--- src/rtl/core/ckgs_pkg.sv ---
// Shared types and constants of the crank key/gap sync decoder.
// Used by the datapath, the divider, the controller and the top level.
package ckgs_pkg;

    localparam int IV_W        = 16;
    localparam int POSITIONS   = 8;
    localparam int RPM_SAMPLES = 16;
    localparam int CNT_W       = $clog2(RPM_SAMPLES);
    localparam int SUM_W       = IV_W + CNT_W;
    localparam int POS_W       = 4;
    localparam int DIV_W       = 28;
    localparam int PROD_W      = IV_W + 7;
    localparam int STEP_W      = $clog2(DIV_W);

    localparam logic [DIV_W-1:0] RPM_CONST   = 28'd172800000;
    localparam logic [6:0]       RATIO_SCALE = 7'd100;

    localparam logic [POS_W-1:0] POS_A2    = 4'd1;
    localparam logic [POS_W-1:0] POS_B1    = 4'd2;
    localparam logic [POS_W-1:0] POS_UNDEF = 4'd8;

    // Item commands
    localparam logic [1:0] CMD_CRANK = 2'd0;
    localparam logic [1:0] CMD_TICK  = 2'd1;
    localparam logic [1:0] CMD_CAM   = 2'd2;

    // Decoder modes
    localparam logic [1:0] MODE_INIT = 2'd0;
    localparam logic [1:0] MODE_KEY  = 2'd1;
    localparam logic [1:0] MODE_GAP  = 2'd2;
    localparam logic [1:0] MODE_SYNC = 2'd3;

    // Cylinder phase codes
    localparam logic [1:0] PHASE_UNDEF = 2'd0;
    localparam logic [1:0] PHASE_CYL1  = 2'd1;
    localparam logic [1:0] PHASE_CYL2  = 2'd2;

    // Register indexes
    localparam logic [2:0] REG_RATIO_MIN  = 3'd0;
    localparam logic [2:0] REG_RATIO_MAX  = 3'd1;
    localparam logic [2:0] REG_TIMEOUT    = 3'd2;
    localparam logic [2:0] REG_CAM_OPEN   = 3'd3;
    localparam logic [2:0] REG_CAM_CLOSE  = 3'd4;
    localparam logic [2:0] REG_KEY_RISING = 3'd5;

    typedef struct packed {
        logic [9:0] ratio_min;
        logic [9:0] ratio_max;
        logic [7:0] timeout;
        logic [2:0] cam_open;
        logic [2:0] cam_close;
        logic       key_rising;
    } ckgs_cfg_t;

    typedef struct packed {
        logic load;
        logic div_start;
        logic div_ratio;
        logic cap_rpm;
        logic cap_ratio;
        logic commit;
    } ckgs_cmd_t;

    typedef struct packed {
        logic need_rpm;
        logic need_ratio;
        logic div_done;
    } ckgs_stat_t;

endpackage

--- src/rtl/core/crank_key_gap_sync_decoder_core.sv ---
// Top level of the crank key/gap sync decoder: APB registers and instances.
// Depends on ckgs_pkg, ckgs_dp (with ckgs_div) and ckgs_ctrl.
//
//  channel  | handshake                  | payload
//  ---------+----------------------------+-----------------------------------------
//  in       | in_valid / in_stall        | command, interval
//  out      | out_valid / out_stall      | sync_state .. position_event (9 fields)
//  apb      | psel, penable, pready      | paddr, pwrite, pwdata, prdata
//
// One item at a time: most items need no division, others need one 28-bit division
// (rpm every sixteenth synced edge, or the key/gap ratio) or both, run one after the
// other on the shared bit-serial divider.
// The next item is taken once the result is committed to the output register.
// A stalled output holds the result; a finished item waits in commit meanwhile.
// rst_n clears the decoder to init, the output to empty, registers to defaults.
module crank_key_gap_sync_decoder_core
    import ckgs_pkg::*;
(
    input  logic             clk,
    input  logic             rst_n,
    input  logic             in_valid,
    output logic             in_stall,
    input  logic [1:0]       command,
    input  logic [IV_W-1:0]  interval,
    output logic             out_valid,
    input  logic             out_stall,
    output logic [1:0]       sync_state,
    output logic [POS_W-1:0] position,
    output logic [1:0]       engine_phase,
    output logic [DIV_W-1:0] engine_speed,
    output logic             watch_rising_edge,
    output logic             cam_window_open,
    output logic             sync_lost,
    output logic             phase_lost,
    output logic             position_event,
    input  logic             psel,
    input  logic             penable,
    input  logic             pwrite,
    input  logic [4:0]       paddr,
    input  logic [31:0]      pwdata,
    output logic [31:0]      prdata,
    output logic             pready
);

    ckgs_cfg_t  cfg_reg;
    ckgs_cmd_t  cmd;
    ckgs_stat_t stat;
    logic       wr_en;
    logic [2:0] reg_idx;

    assign pready  = 1'b1;
    assign wr_en   = psel && penable && pwrite && pready;
    assign reg_idx = paddr[4:2];

    always_ff @(posedge clk or negedge rst_n)
    begin
        if (!rst_n)
        begin
            cfg_reg.ratio_min  <= 10'd0;
            cfg_reg.ratio_max  <= 10'd1023;
            cfg_reg.timeout    <= 8'd88;
            cfg_reg.cam_open   <= 3'd0;
            cfg_reg.cam_close  <= 3'd4;
            cfg_reg.key_rising <= 1'b1;
        end
        else if (wr_en)
        begin
            case (reg_idx)
                REG_RATIO_MIN:  cfg_reg.ratio_min  <= pwdata[9:0];
                REG_RATIO_MAX:  cfg_reg.ratio_max  <= pwdata[9:0];
                REG_TIMEOUT:    cfg_reg.timeout    <= pwdata[7:0];
                REG_CAM_OPEN:   cfg_reg.cam_open   <= pwdata[2:0];
                REG_CAM_CLOSE:  cfg_reg.cam_close  <= pwdata[2:0];
                REG_KEY_RISING: cfg_reg.key_rising <= pwdata[0];
                default:        cfg_reg            <= cfg_reg;
            endcase
        end
    end

    always_comb
    begin
        case (reg_idx)
            REG_RATIO_MIN:  prdata = 32'(cfg_reg.ratio_min);
            REG_RATIO_MAX:  prdata = 32'(cfg_reg.ratio_max);
            REG_TIMEOUT:    prdata = 32'(cfg_reg.timeout);
            REG_CAM_OPEN:   prdata = 32'(cfg_reg.cam_open);
            REG_CAM_CLOSE:  prdata = 32'(cfg_reg.cam_close);
            REG_KEY_RISING: prdata = 32'(cfg_reg.key_rising);
            default:        prdata = '0;
        endcase
    end

    ckgs_ctrl u_ctrl (
        .clk       (clk),
        .rst_n     (rst_n),
        .in_valid  (in_valid),
        .in_stall  (in_stall),
        .out_valid (out_valid),
        .out_stall (out_stall),
        .stat      (stat),
        .cmd       (cmd)
    );

    ckgs_dp u_dp (
        .clk               (clk),
        .rst_n             (rst_n),
        .cfg               (cfg_reg),
        .cmd               (cmd),
        .stat              (stat),
        .command           (command),
        .interval          (interval),
        .sync_state        (sync_state),
        .position          (position),
        .engine_phase      (engine_phase),
        .engine_speed      (engine_speed),
        .watch_rising_edge (watch_rising_edge),
        .cam_window_open   (cam_window_open),
        .sync_lost         (sync_lost),
        .phase_lost        (phase_lost),
        .position_event    (position_event)
    );

endmodule

--- src/rtl/core/ckgs_div.sv ---
// Restoring divider, one quotient bit per cycle.
// Depends on ckgs_pkg for operand widths.
module ckgs_div
    import ckgs_pkg::*;
(
    input  logic             clk,
    input  logic             rst_n,
    input  logic             start,
    input  logic [DIV_W-1:0] dividend,
    input  logic [SUM_W-1:0] divisor,
    output logic [DIV_W-1:0] quotient,
    output logic             done
);

    logic [DIV_W-1:0]  quo_reg, quo_next;
    logic [SUM_W-1:0]  rem_reg, rem_next;
    logic [SUM_W-1:0]  dvs_reg;
    logic [STEP_W-1:0] step_reg, step_next;
    logic              busy_reg, busy_next;
    logic              done_reg, done_next;
    logic [SUM_W:0]    rem_shift;
    logic              fits;

    assign rem_shift = {rem_reg, quo_reg[DIV_W-1]};
    assign fits      = rem_shift >= {1'b0, dvs_reg};

    always_comb
    begin
        quo_next  = quo_reg;
        rem_next  = rem_reg;
        step_next = step_reg;
        busy_next = busy_reg;
        done_next = 1'b0;
        if (start)
        begin
            quo_next  = dividend;
            rem_next  = '0;
            step_next = '0;
            busy_next = 1'b1;
        end
        else if (busy_reg)
        begin
            quo_next  = {quo_reg[DIV_W-2:0], fits};
            rem_next  = fits ? SUM_W'(rem_shift - {1'b0, dvs_reg}) : rem_shift[SUM_W-1:0];
            step_next = step_reg + 1'b1;
            if (step_reg == STEP_W'(DIV_W - 1))
            begin
                busy_next = 1'b0;
                done_next = 1'b1;
            end
        end
    end

    always_ff @(posedge clk or negedge rst_n)
    begin
        if (!rst_n)
        begin
            busy_reg <= 1'b0;
            done_reg <= 1'b0;
            step_reg <= '0;
        end
        else
        begin
            busy_reg <= busy_next;
            done_reg <= done_next;
            step_reg <= step_next;
        end
    end

    always_ff @(posedge clk)
    begin
        quo_reg <= quo_next;
        rem_reg <= rem_next;
        if (start)
        begin
            dvs_reg <= divisor;
        end
    end

    assign quotient = quo_reg;
    assign done     = done_reg;

    a_done_single : assert property (@(posedge clk) disable iff (!rst_n)
        done_reg |=> !done_reg)
        else $error("divider done held longer than one cycle");

    a_done_after_busy : assert property (@(posedge clk) disable iff (!rst_n)
        done_reg |-> !busy_reg)
        else $error("divider done while still busy");

    a_start_idle : assert property (@(posedge clk) disable iff (!rst_n)
        start |-> !busy_reg)
        else $error("divider started while busy");

endmodule

--- src/rtl/core/ckgs_dp.sv ---
// Datapath: decoder state, rpm accumulator, ratio and rpm division.
// Depends on ckgs_pkg and ckgs_div; driven by ckgs_ctrl commands.
module ckgs_dp
    import ckgs_pkg::*;
(
    input  logic             clk,
    input  logic             rst_n,
    input  ckgs_cfg_t        cfg,
    input  ckgs_cmd_t        cmd,
    output ckgs_stat_t       stat,
    input  logic [1:0]       command,
    input  logic [IV_W-1:0]  interval,
    output logic [1:0]       sync_state,
    output logic [POS_W-1:0] position,
    output logic [1:0]       engine_phase,
    output logic [DIV_W-1:0] engine_speed,
    output logic             watch_rising_edge,
    output logic             cam_window_open,
    output logic             sync_lost,
    output logic             phase_lost,
    output logic             position_event
);

    logic [1:0]       cmd_reg;
    logic [IV_W-1:0]  iv_reg;
    logic [DIV_W-1:0] rpm_q_reg;
    logic             ratio_pass_reg;

    logic [1:0]       mode_reg, mode_next;
    logic [POS_W-1:0] pos_reg, pos_next;
    logic [1:0]       phase_reg, phase_next;
    logic [IV_W-1:0]  key_reg, key_next;
    logic [IV_W-1:0]  gap_reg, gap_next;
    logic [SUM_W-1:0] sum_reg, sum_next;
    logic [CNT_W-1:0] cnt_reg, cnt_next;
    logic [DIV_W-1:0] rpm_reg, rpm_next;
    logic [7:0]       idle_reg, idle_next;
    logic             edge_reg, edge_next;
    logic             win_reg, win_next;
    logic             lost_sync_reg, lost_sync_next;
    logic             lost_phase_reg, lost_phase_next;
    logic             pos_event_reg, pos_event_next;

    logic [SUM_W-1:0]  sum_add;
    logic [POS_W-1:0]  pos_adv;
    logic              last_sample;
    logic              ratio_ok;
    logic [PROD_W-1:0] key_scaled;
    logic [DIV_W-1:0]  div_dividend;
    logic [SUM_W-1:0]  div_divisor;
    logic [DIV_W-1:0]  div_quotient;
    logic              div_done;

    assign sum_add     = sum_reg + SUM_W'(iv_reg);
    assign pos_adv     = (pos_reg >= POS_W'(POSITIONS - 1)) ? '0 : pos_reg + 1'b1;
    assign last_sample = cnt_reg == CNT_W'(RPM_SAMPLES - 1);
    assign ratio_ok    = (iv_reg != '0) && ratio_pass_reg;
    assign key_scaled  = PROD_W'(key_reg) * PROD_W'(RATIO_SCALE);

    assign div_dividend = cmd.div_ratio ? DIV_W'(key_scaled) : RPM_CONST;
    assign div_divisor  = cmd.div_ratio ? SUM_W'(iv_reg) : sum_add;

    ckgs_div u_div (
        .clk      (clk),
        .rst_n    (rst_n),
        .start    (cmd.div_start),
        .dividend (div_dividend),
        .divisor  (div_divisor),
        .quotient (div_quotient),
        .done     (div_done)
    );

    // A zero gap or zero sum skips its division: the commit handles those directly.
    always_comb
    begin
        stat.div_done   = div_done;
        stat.need_rpm   = (cmd_reg == CMD_CRANK) && (mode_reg == MODE_SYNC)
                          && last_sample && (sum_add != '0);
        stat.need_ratio = (cmd_reg == CMD_CRANK) && (iv_reg != '0)
                          && ((mode_reg == MODE_GAP)
                              || ((mode_reg == MODE_SYNC) && (pos_adv == POS_B1)));
    end

    always_comb
    begin
        mode_next       = mode_reg;
        pos_next        = pos_reg;
        phase_next      = phase_reg;
        key_next        = key_reg;
        gap_next        = gap_reg;
        sum_next        = sum_reg;
        cnt_next        = cnt_reg;
        rpm_next        = rpm_reg;
        idle_next       = idle_reg;
        edge_next       = edge_reg;
        win_next        = win_reg;
        lost_sync_next  = 1'b0;
        lost_phase_next = 1'b0;
        pos_event_next  = 1'b0;

        case (cmd_reg)
            CMD_CRANK:
            begin
                idle_next = '0;
                case (mode_reg)
                    MODE_INIT:
                    begin
                        edge_next  = ~cfg.key_rising;
                        mode_next  = MODE_KEY;
                        pos_next   = POS_UNDEF;
                        phase_next = PHASE_UNDEF;
                        sum_next   = '0;
                        cnt_next   = '0;
                    end
                    MODE_KEY:
                    begin
                        key_next  = iv_reg;
                        edge_next = cfg.key_rising;
                        mode_next = MODE_GAP;
                        pos_next  = POS_UNDEF;
                    end
                    MODE_GAP:
                    begin
                        gap_next  = iv_reg;
                        edge_next = ~cfg.key_rising;
                        if (ratio_ok)
                        begin
                            mode_next  = MODE_SYNC;
                            pos_next   = POS_B1;
                            phase_next = PHASE_UNDEF;
                            sum_next   = '0;
                            cnt_next   = '0;
                            rpm_next   = '0;
                        end
                        else
                        begin
                            mode_next = MODE_KEY;
                            pos_next  = POS_UNDEF;
                        end
                    end
                    default:
                    begin
                        pos_next  = pos_adv;
                        edge_next = ~edge_reg;
                        if (last_sample)
                        begin
                            rpm_next = (sum_add == '0) ? RPM_CONST : rpm_q_reg;
                            sum_next = '0;
                            cnt_next = '0;
                        end
                        else
                        begin
                            sum_next = sum_add;
                            cnt_next = cnt_reg + 1'b1;
                        end
                        if (pos_adv == POS_A2)
                        begin
                            key_next = iv_reg;
                        end
                        else if (pos_adv == POS_B1)
                        begin
                            gap_next = iv_reg;
                            if (!ratio_ok)
                            begin
                                pos_next       = POS_UNDEF;
                                mode_next      = MODE_KEY;
                                edge_next      = cfg.key_rising;
                                phase_next     = PHASE_UNDEF;
                                win_next       = 1'b0;
                                lost_sync_next = 1'b1;
                            end
                        end
                        // Opening wins when open and close name the same position
                        if (pos_next == {1'b0, cfg.cam_open})
                        begin
                            win_next = 1'b1;
                        end
                        else if (pos_next == {1'b0, cfg.cam_close})
                        begin
                            win_next = 1'b0;
                            if (phase_next == PHASE_CYL1)
                            begin
                                phase_next = PHASE_CYL2;
                            end
                            else if (phase_next == PHASE_CYL2)
                            begin
                                phase_next      = PHASE_UNDEF;
                                lost_phase_next = 1'b1;
                            end
                        end
                        pos_event_next = 1'b1;
                    end
                endcase
            end
            CMD_TICK:
            begin
                // Timer stands still in init: drop the tick
                if (mode_reg != MODE_INIT)
                begin
                    if (idle_reg >= cfg.timeout)
                    begin
                        mode_next      = MODE_INIT;
                        pos_next       = POS_UNDEF;
                        sum_next       = '0;
                        cnt_next       = '0;
                        rpm_next       = '0;
                        pos_event_next = 1'b1;
                        edge_next      = cfg.key_rising;
                        win_next       = 1'b0;
                        phase_next     = PHASE_UNDEF;
                    end
                    else
                    begin
                        idle_next = idle_reg + 1'b1;
                    end
                end
            end
            CMD_CAM:
            begin
                if (win_reg)
                begin
                    if ((phase_reg == PHASE_CYL2) || (phase_reg == PHASE_UNDEF))
                    begin
                        phase_next = PHASE_CYL1;
                    end
                    else if (phase_reg == PHASE_CYL1)
                    begin
                        phase_next      = PHASE_UNDEF;
                        lost_phase_next = 1'b1;
                    end
                    win_next = 1'b0;
                end
            end
            default:
            begin
                mode_next = mode_reg;
            end
        endcase
    end

    always_ff @(posedge clk or negedge rst_n)
    begin
        if (!rst_n)
        begin
            mode_reg       <= MODE_INIT;
            pos_reg        <= POS_UNDEF;
            phase_reg      <= PHASE_UNDEF;
            key_reg        <= '0;
            gap_reg        <= '0;
            sum_reg        <= '0;
            cnt_reg        <= '0;
            rpm_reg        <= '0;
            idle_reg       <= '0;
            edge_reg       <= 1'b1;
            win_reg        <= 1'b0;
            lost_sync_reg  <= 1'b0;
            lost_phase_reg <= 1'b0;
            pos_event_reg  <= 1'b0;
        end
        else if (cmd.commit)
        begin
            mode_reg       <= mode_next;
            pos_reg        <= pos_next;
            phase_reg      <= phase_next;
            key_reg        <= key_next;
            gap_reg        <= gap_next;
            sum_reg        <= sum_next;
            cnt_reg        <= cnt_next;
            rpm_reg        <= rpm_next;
            idle_reg       <= idle_next;
            edge_reg       <= edge_next;
            win_reg        <= win_next;
            lost_sync_reg  <= lost_sync_next;
            lost_phase_reg <= lost_phase_next;
            pos_event_reg  <= pos_event_next;
        end
    end

    always_ff @(posedge clk)
    begin
        if (cmd.load)
        begin
            cmd_reg <= command;
            iv_reg  <= interval;
        end
        if (cmd.cap_rpm)
        begin
            rpm_q_reg <= div_quotient;
        end
        if (cmd.load)
        begin
            ratio_pass_reg <= 1'b0;
        end
        else if (cmd.cap_ratio)
        begin
            ratio_pass_reg <= (div_quotient >= DIV_W'(cfg.ratio_min))
                              && (div_quotient <= DIV_W'(cfg.ratio_max));
        end
    end

    assign sync_state        = mode_reg;
    assign position          = pos_reg;
    assign engine_phase      = phase_reg;
    assign engine_speed      = rpm_reg;
    assign watch_rising_edge = edge_reg;
    assign cam_window_open   = win_reg;
    assign sync_lost         = lost_sync_reg;
    assign phase_lost        = lost_phase_reg;
    assign position_event    = pos_event_reg;

    a_pos_undef : assert property (@(posedge clk) disable iff (!rst_n)
        (mode_reg != MODE_SYNC) |-> (pos_reg == POS_UNDEF))
        else $error("defined position outside sync");

    a_pos_range : assert property (@(posedge clk) disable iff (!rst_n)
        (mode_reg == MODE_SYNC) |-> (pos_reg < POS_W'(POSITIONS)))
        else $error("position out of range while synced");

    a_lost_leaves_sync : assert property (@(posedge clk) disable iff (!rst_n)
        lost_sync_reg |-> (mode_reg == MODE_KEY))
        else $error("sync loss without return to key search");

endmodule

--- src/rtl/core/ckgs_ctrl.sv ---
// Controller: sequences item load, divisions and commit; owns both handshakes.
// Depends on ckgs_pkg; drives ckgs_dp through command and status structs.
module ckgs_ctrl
    import ckgs_pkg::*;
(
    input  logic       clk,
    input  logic       rst_n,
    input  logic       in_valid,
    output logic       in_stall,
    output logic       out_valid,
    input  logic       out_stall,
    input  ckgs_stat_t stat,
    output ckgs_cmd_t  cmd
);

    typedef enum logic [4:0] {
        ST_IDLE      = 5'b00001,
        ST_CHECK     = 5'b00010,
        ST_RPM_DIV   = 5'b00100,
        ST_RATIO_DIV = 5'b01000,
        ST_COMMIT    = 5'b10000
    } ckgs_state_t;

    ckgs_state_t state_reg, state_next;
    logic        out_valid_reg, out_valid_next;
    logic        out_free;

    assign out_free = !out_valid_reg || !out_stall;
    assign in_stall = state_reg != ST_IDLE;

    always_comb
    begin
        state_next = state_reg;
        cmd        = '0;
        case (state_reg)
            ST_IDLE:
            begin
                if (in_valid)
                begin
                    cmd.load   = 1'b1;
                    state_next = ST_CHECK;
                end
            end
            ST_CHECK:
            begin
                if (stat.need_rpm)
                begin
                    cmd.div_start = 1'b1;
                    state_next    = ST_RPM_DIV;
                end
                else if (stat.need_ratio)
                begin
                    cmd.div_start = 1'b1;
                    cmd.div_ratio = 1'b1;
                    state_next    = ST_RATIO_DIV;
                end
                else
                begin
                    state_next = ST_COMMIT;
                end
            end
            ST_RPM_DIV:
            begin
                if (stat.div_done)
                begin
                    cmd.cap_rpm = 1'b1;
                    if (stat.need_ratio)
                    begin
                        cmd.div_start = 1'b1;
                        cmd.div_ratio = 1'b1;
                        state_next    = ST_RATIO_DIV;
                    end
                    else
                    begin
                        state_next = ST_COMMIT;
                    end
                end
            end
            ST_RATIO_DIV:
            begin
                if (stat.div_done)
                begin
                    cmd.cap_ratio = 1'b1;
                    state_next    = ST_COMMIT;
                end
            end
            ST_COMMIT:
            begin
                // Hold the result until the previous transfer has gone out
                if (out_free)
                begin
                    cmd.commit = 1'b1;
                    state_next = ST_IDLE;
                end
            end
            default:
            begin
                state_next = ST_IDLE;
            end
        endcase
    end

    always_comb
    begin
        out_valid_next = out_valid_reg;
        if (cmd.commit)
        begin
            out_valid_next = 1'b1;
        end
        else if (!out_stall)
        begin
            out_valid_next = 1'b0;
        end
    end

    always_ff @(posedge clk or negedge rst_n)
    begin
        if (!rst_n)
        begin
            state_reg     <= ST_IDLE;
            out_valid_reg <= 1'b0;
        end
        else
        begin
            state_reg     <= state_next;
            out_valid_reg <= out_valid_next;
        end
    end

    assign out_valid = out_valid_reg;

    a_commit_free : assert property (@(posedge clk) disable iff (!rst_n)
        cmd.commit |-> out_free)
        else $error("commit over an untaken result");

    a_load_check : assert property (@(posedge clk) disable iff (!rst_n)
        (in_valid && !in_stall) |=> (state_reg == ST_CHECK))
        else $error("accepted item not checked next cycle");

    a_commit_valid : assert property (@(posedge clk) disable iff (!rst_n)
        cmd.commit |=> out_valid_reg)
        else $error("commit did not raise out_valid");

endmodule
--- config.mk ---
export PLATFORM = sky130hd
export DESIGN_NAME = crank_key_gap_sync_decoder_core
export DESIGN_NICKNAME = d
export VERILOG_FILES = /design/src/rtl/core/ckgs_pkg.sv /design/src/rtl/core/crank_key_gap_sync_decoder_core.sv /design/src/rtl/core/ckgs_div.sv /design/src/rtl/core/ckgs_dp.sv /design/src/rtl/core/ckgs_ctrl.sv
export SDC_FILE = /design/constraint.sdc
export NUM_CORES = 1
export LEC_CHECK = 0
export BUFFER_PORTS_ARGS = -buffer_cell sky130_fd_sc_hd__buf_2
export CAP_MARGIN = 10
export CORE_ASPECT_RATIO = 0.5
export CORE_MARGIN = 1
export CORE_UTILIZATION = 60
export CTS_CLUSTER_DIAMETER = 30
export DETAILED_ROUTE_END_ITERATION = 8
export PLACE_DENSITY = 0.88
export SLEW_MARGIN = 20
export SYNTH_ARGS = -nofsm -noshare
export SYNTH_HDL_FRONTEND = slang
export SYNTH_SLANG_ARGS = --single-unit
--- constraint.sdc ---
create_clock -name clk -period 9.6 [get_ports clk]
set_clock_uncertainty 0.15 [all_clocks]
set_input_delay 1.44 -clock clk [delete_from_list [all_inputs] [get_ports clk]]
set_output_delay 1.44 -clock clk [all_outputs]
set_load 0.01 [all_outputs]
==> out/metrics.csv <==
metric,value,unit
port bufs,90,
DR iter-0 viols,1136,
sequential area share after synthesis,0.435,
"Slew Viols, Final",0,
Initial Util,0.626,
clock slew at reported path FFs,0.06,ns
max reg flops,35,
first-pass GRT wire length,61.7,mm
worst reg2reg startpoint,u_dp.iv_reg[0]$_DFFE_PP_,
Num Clock Sinks,252,
antenna-violating nets left,0,
RePlAce Congestion,0.913,
Worst-Margin Slew,1.07,ns
Critical Path RT,9.62,ns
"Primary FF master, synth",dfrtp_1,
PwrDens,247,mW/mm^2
top cell type's share of synthesized area,0.194,
Post-DP HPWL,26.5,mm
clk buf depth,3,
DR vias/cell,6.26,
core area,0.0246,mm^2
worst slew margin relative to its limit,0.279,
Bufs and invs on worst path,2,
synthesized area,0.0154,mm^2
"Setup Fix Bufs, Post-CTS",0,
Post-synth ARST share,0.544,
initial antenna violation count,0,
Reg-to-Reg End,u_dp.u_div.quotient[0]$_SDFFCE_PN0P_,
Worst setup SP type,flop,
CTS H-Tree Depth,2,
per-cell routed wire length,19.3,um
Layout Nets,1816,
CTS root buf,clkbuf_16,
GRT Util Overall,0.294,
Cell Rows,40,
Max Clk Rate,178,MHz
largest cells by area after synthesis,"dfrtp_1 19%, edfxtp_1 18%, ha_1 11%",
post-synth top area cell,dfrtp_1,
CTS tree,done,
"EDFF count, synth",94,
layout cell share with drive strength beyond 1,0.153,
die extent in x,228,um
DRC Markers,0,
Avg Synthesized Cell Area,10.0,um^2
Setup TNS Final,0,ns
CTS Buf Count,35,
"CP delay by family, top",compound AO/OA/AOI/OAI gates,
post-CTS resize count,0,
instance count on the critical path,13,
Peak VDD IR,133,uV
Max Cap Viol,0,
leading cell types by count after synthesis,"143 x inv_1, 130 x ha_1, 130 x nand2_1, 119 x dfrtp_1, 94 x edfxtp_1",
cts hold-fix bufs,0,
RSZ-0062 raised after global routing,false,
Layout area overhead,11.8,%
internal reg-to-reg setup slack,3.97,ns
"Power, Total",0.00424,W
"slowest stage cell, crit path",or3_2,
CP dominant cell by count,buf_4,
CP arrival,5.65,ns
cell with the most instances after synthesis,inv_1,
worst hold margin,0.312,ns
ant diodes,0,
kind of critical path,reg -> reg,
Leakage,7.98,nW
global route overflow,0,
DR vias,12400,
CP Capture Point,u_dp.u_div.quotient[0]$_SDFFCE_PN0P_,
CP cell instances,ha_1 > fa_1 > a211o_1 > a211oi_1 > nor4_1 > a311oi_1 > o21ai_0 > nand4b_1 > a2111oi_4 > buf_4 > a2111oi_2 > buf_4 > or3_2,
fin crit period,5.63,ns
CP Capture Type,flop,
Unique masters post-synth,72,
crit path from,u_dp.iv_reg[0]$_DFFE_PP_,
Tcrit/Tclk final,0.587,
drt total wl,38.1,mm
Hold Path Class,reg -> reg,
Fin. Hold Viols,0,
# setup viols final,0,
vias in the first global route,12200,
Yosys reg bits,252,
Die Area,0.0263,mm^2
Max stage delay on crit path,0.87,ns
Syn. warnings,0,
Clock Latency Late Sink,0.54,ns
largest net degree at the start of global routing,91,
post-synthesis instance total,1534,
status,completed,
drt pass-1 iters,7,
die height,115,um
worst-case reg-to-reg path depth,13,
IO Count,138,
CP max FO,57,
==> placed cells by master (no fill, tap or decap), types with 8 or more instances in the layout <==
cell type | Yosys | layout
a2111oi_0 | 12 | 12
nand2b_1 | 18 | 17
xnor2_1 | 23 | 23
dfstp_2 | 18 | 18
mux2_2 | 38 | 38
inv_6 | 0 | 9
a21o_1 | 25 | 25
edfxtp_1 | 94 | 94
ha_1 | 130 | 130
a21oi_1 | 87 | 87
nor2_1 | 86 | 86
nor4_1 | 15 | 15
a22o_1 | 21 | 21
conb_1 | 2 | 23
nor3_1 | 38 | 37
inv_1 | 143 | 143
dfrtp_1 | 119 | 119
and3_1 | 10 | 9
xor2_1 | 33 | 33
nor2b_1 | 10 | 10
fa_1 | 13 | 13
nand2_1 | 130 | 130
or3_1 | 12 | 11
nand4_1 | 8 | 8
dfxtp_1 | 21 | 21
nand3_1 | 22 | 22
a2111oi_2 | 10 | 11
nor3b_1 | 8 | 8
buf_2 | 5 | 89
mux2i_1 | 29 | 29
o21ai_0 | 89 | 88
o31ai_1 | 16 | 16
buf_4 | 23 | 12
a31oi_1 | 12 | 12
o21a_1 | 19 | 19
clkbuf_16 | 0 | 36
o22ai_1 | 17 | 16
and2_1 | 15 | 15
==> final cells by class <==
| class | instances | area, um^2 |
|---|---|---|
| Tap cell | 336 | 420 |
| Multi-Input combinational cell | 1077 | 7850 |
| Inverter | 143 | 537 |
| Fill cell | 1682 | 7390 |
| Clock inverter | 23 | 200 |
| Timing Repair Buffer | 102 | 547 |
| Clock buffer | 41 | 940 |
| Sequential cell | 252 | 6690 |
==> metrics by stage <==
stage | utilization | std cells | instance area, um^2 | worst slack (ns)
2_1_floorplan | - | 1555 | 15500 | 5.07
3_3_place_gp | 0.653 | 1910 | 16000 | 4.05
3_5_place_dp | 0.653 | 1910 | 16000 | 4.00
4_1_cts | 0.699 | 1974 | 17200 | 3.94
5_1_grt | 0.699 | 1974 | 17200 | 3.75
6_report | 0.699 | 1974 | 17200 | 3.97
==> worst min path at each step <==
stage | start | to | slack (ns) | cells after the start
finish | u_dp.rpm_q_reg[4]$_DFFE_PP_ | u_dp.engine_speed[4]$_DFFE_PN0P_ | 0.31 | 1
global route | u_dp.rpm_q_reg[6]$_DFFE_PP_ | u_dp.engine_speed[6]$_DFFE_PN0P_ | 0.33 | 1
CTS | u_dp.rpm_q_reg[4]$_DFFE_PP_ | u_dp.engine_speed[4]$_DFFE_PN0P_ | 0.31 | 1
detailed placement | u_dp.rpm_q_reg[4]$_DFFE_PP_ | u_dp.engine_speed[4]$_DFFE_PN0P_ | 0.30 | 1
global placement | u_dp.rpm_q_reg[1]$_DFFE_PP_ | u_dp.engine_speed[1]$_DFFE_PN0P_ | 0.30 | 1
floorplan | u_dp.u_div.quotient[0]$_SDFFCE_PN0P_ | u_dp.rpm_q_reg[0]$_DFFE_PP_ | 0.28 | 0
==> power breakdown <==
| part | switching (W) | internal, W |
|---|---|---|
| registers | 0.000209 | 0.00141 |
| logic | 0.000783 | 0.000579 |
| clock network | 0.000533 | 0.000725 |
==> routing by layer <==
| layer | global-route usage | vias up | share of wire |
|---|---|---|---|
| li1 | - | 5666 | - |
| met2 | 0.508 | 544 | 0.48 |
| met3 | 0.0551 | 126 | 0.067 |
| met5 | 0 | - | 0 |
| met1 | 0.371 | 6014 | 0.42 |
| met4 | 0.114 | 0 | 0.031 |
==> kinds of logic after synthesis <==
family                   after synthesis  share of synthesized area
multiplexers                          73                     0.0511
flip-flops                           252                      0.435
AND/OR/NAND/NOR                      398                      0.126
adder cells (fa/ha/maj)              143                      0.123
XOR/XNOR                              56                     0.0319
AO/OA/AOI/OAI                        384                      0.171
buffers and inverters                226                     0.0612
other                                  2                   0.000489
Note: power is estimated with default switching activity, not from simulation.
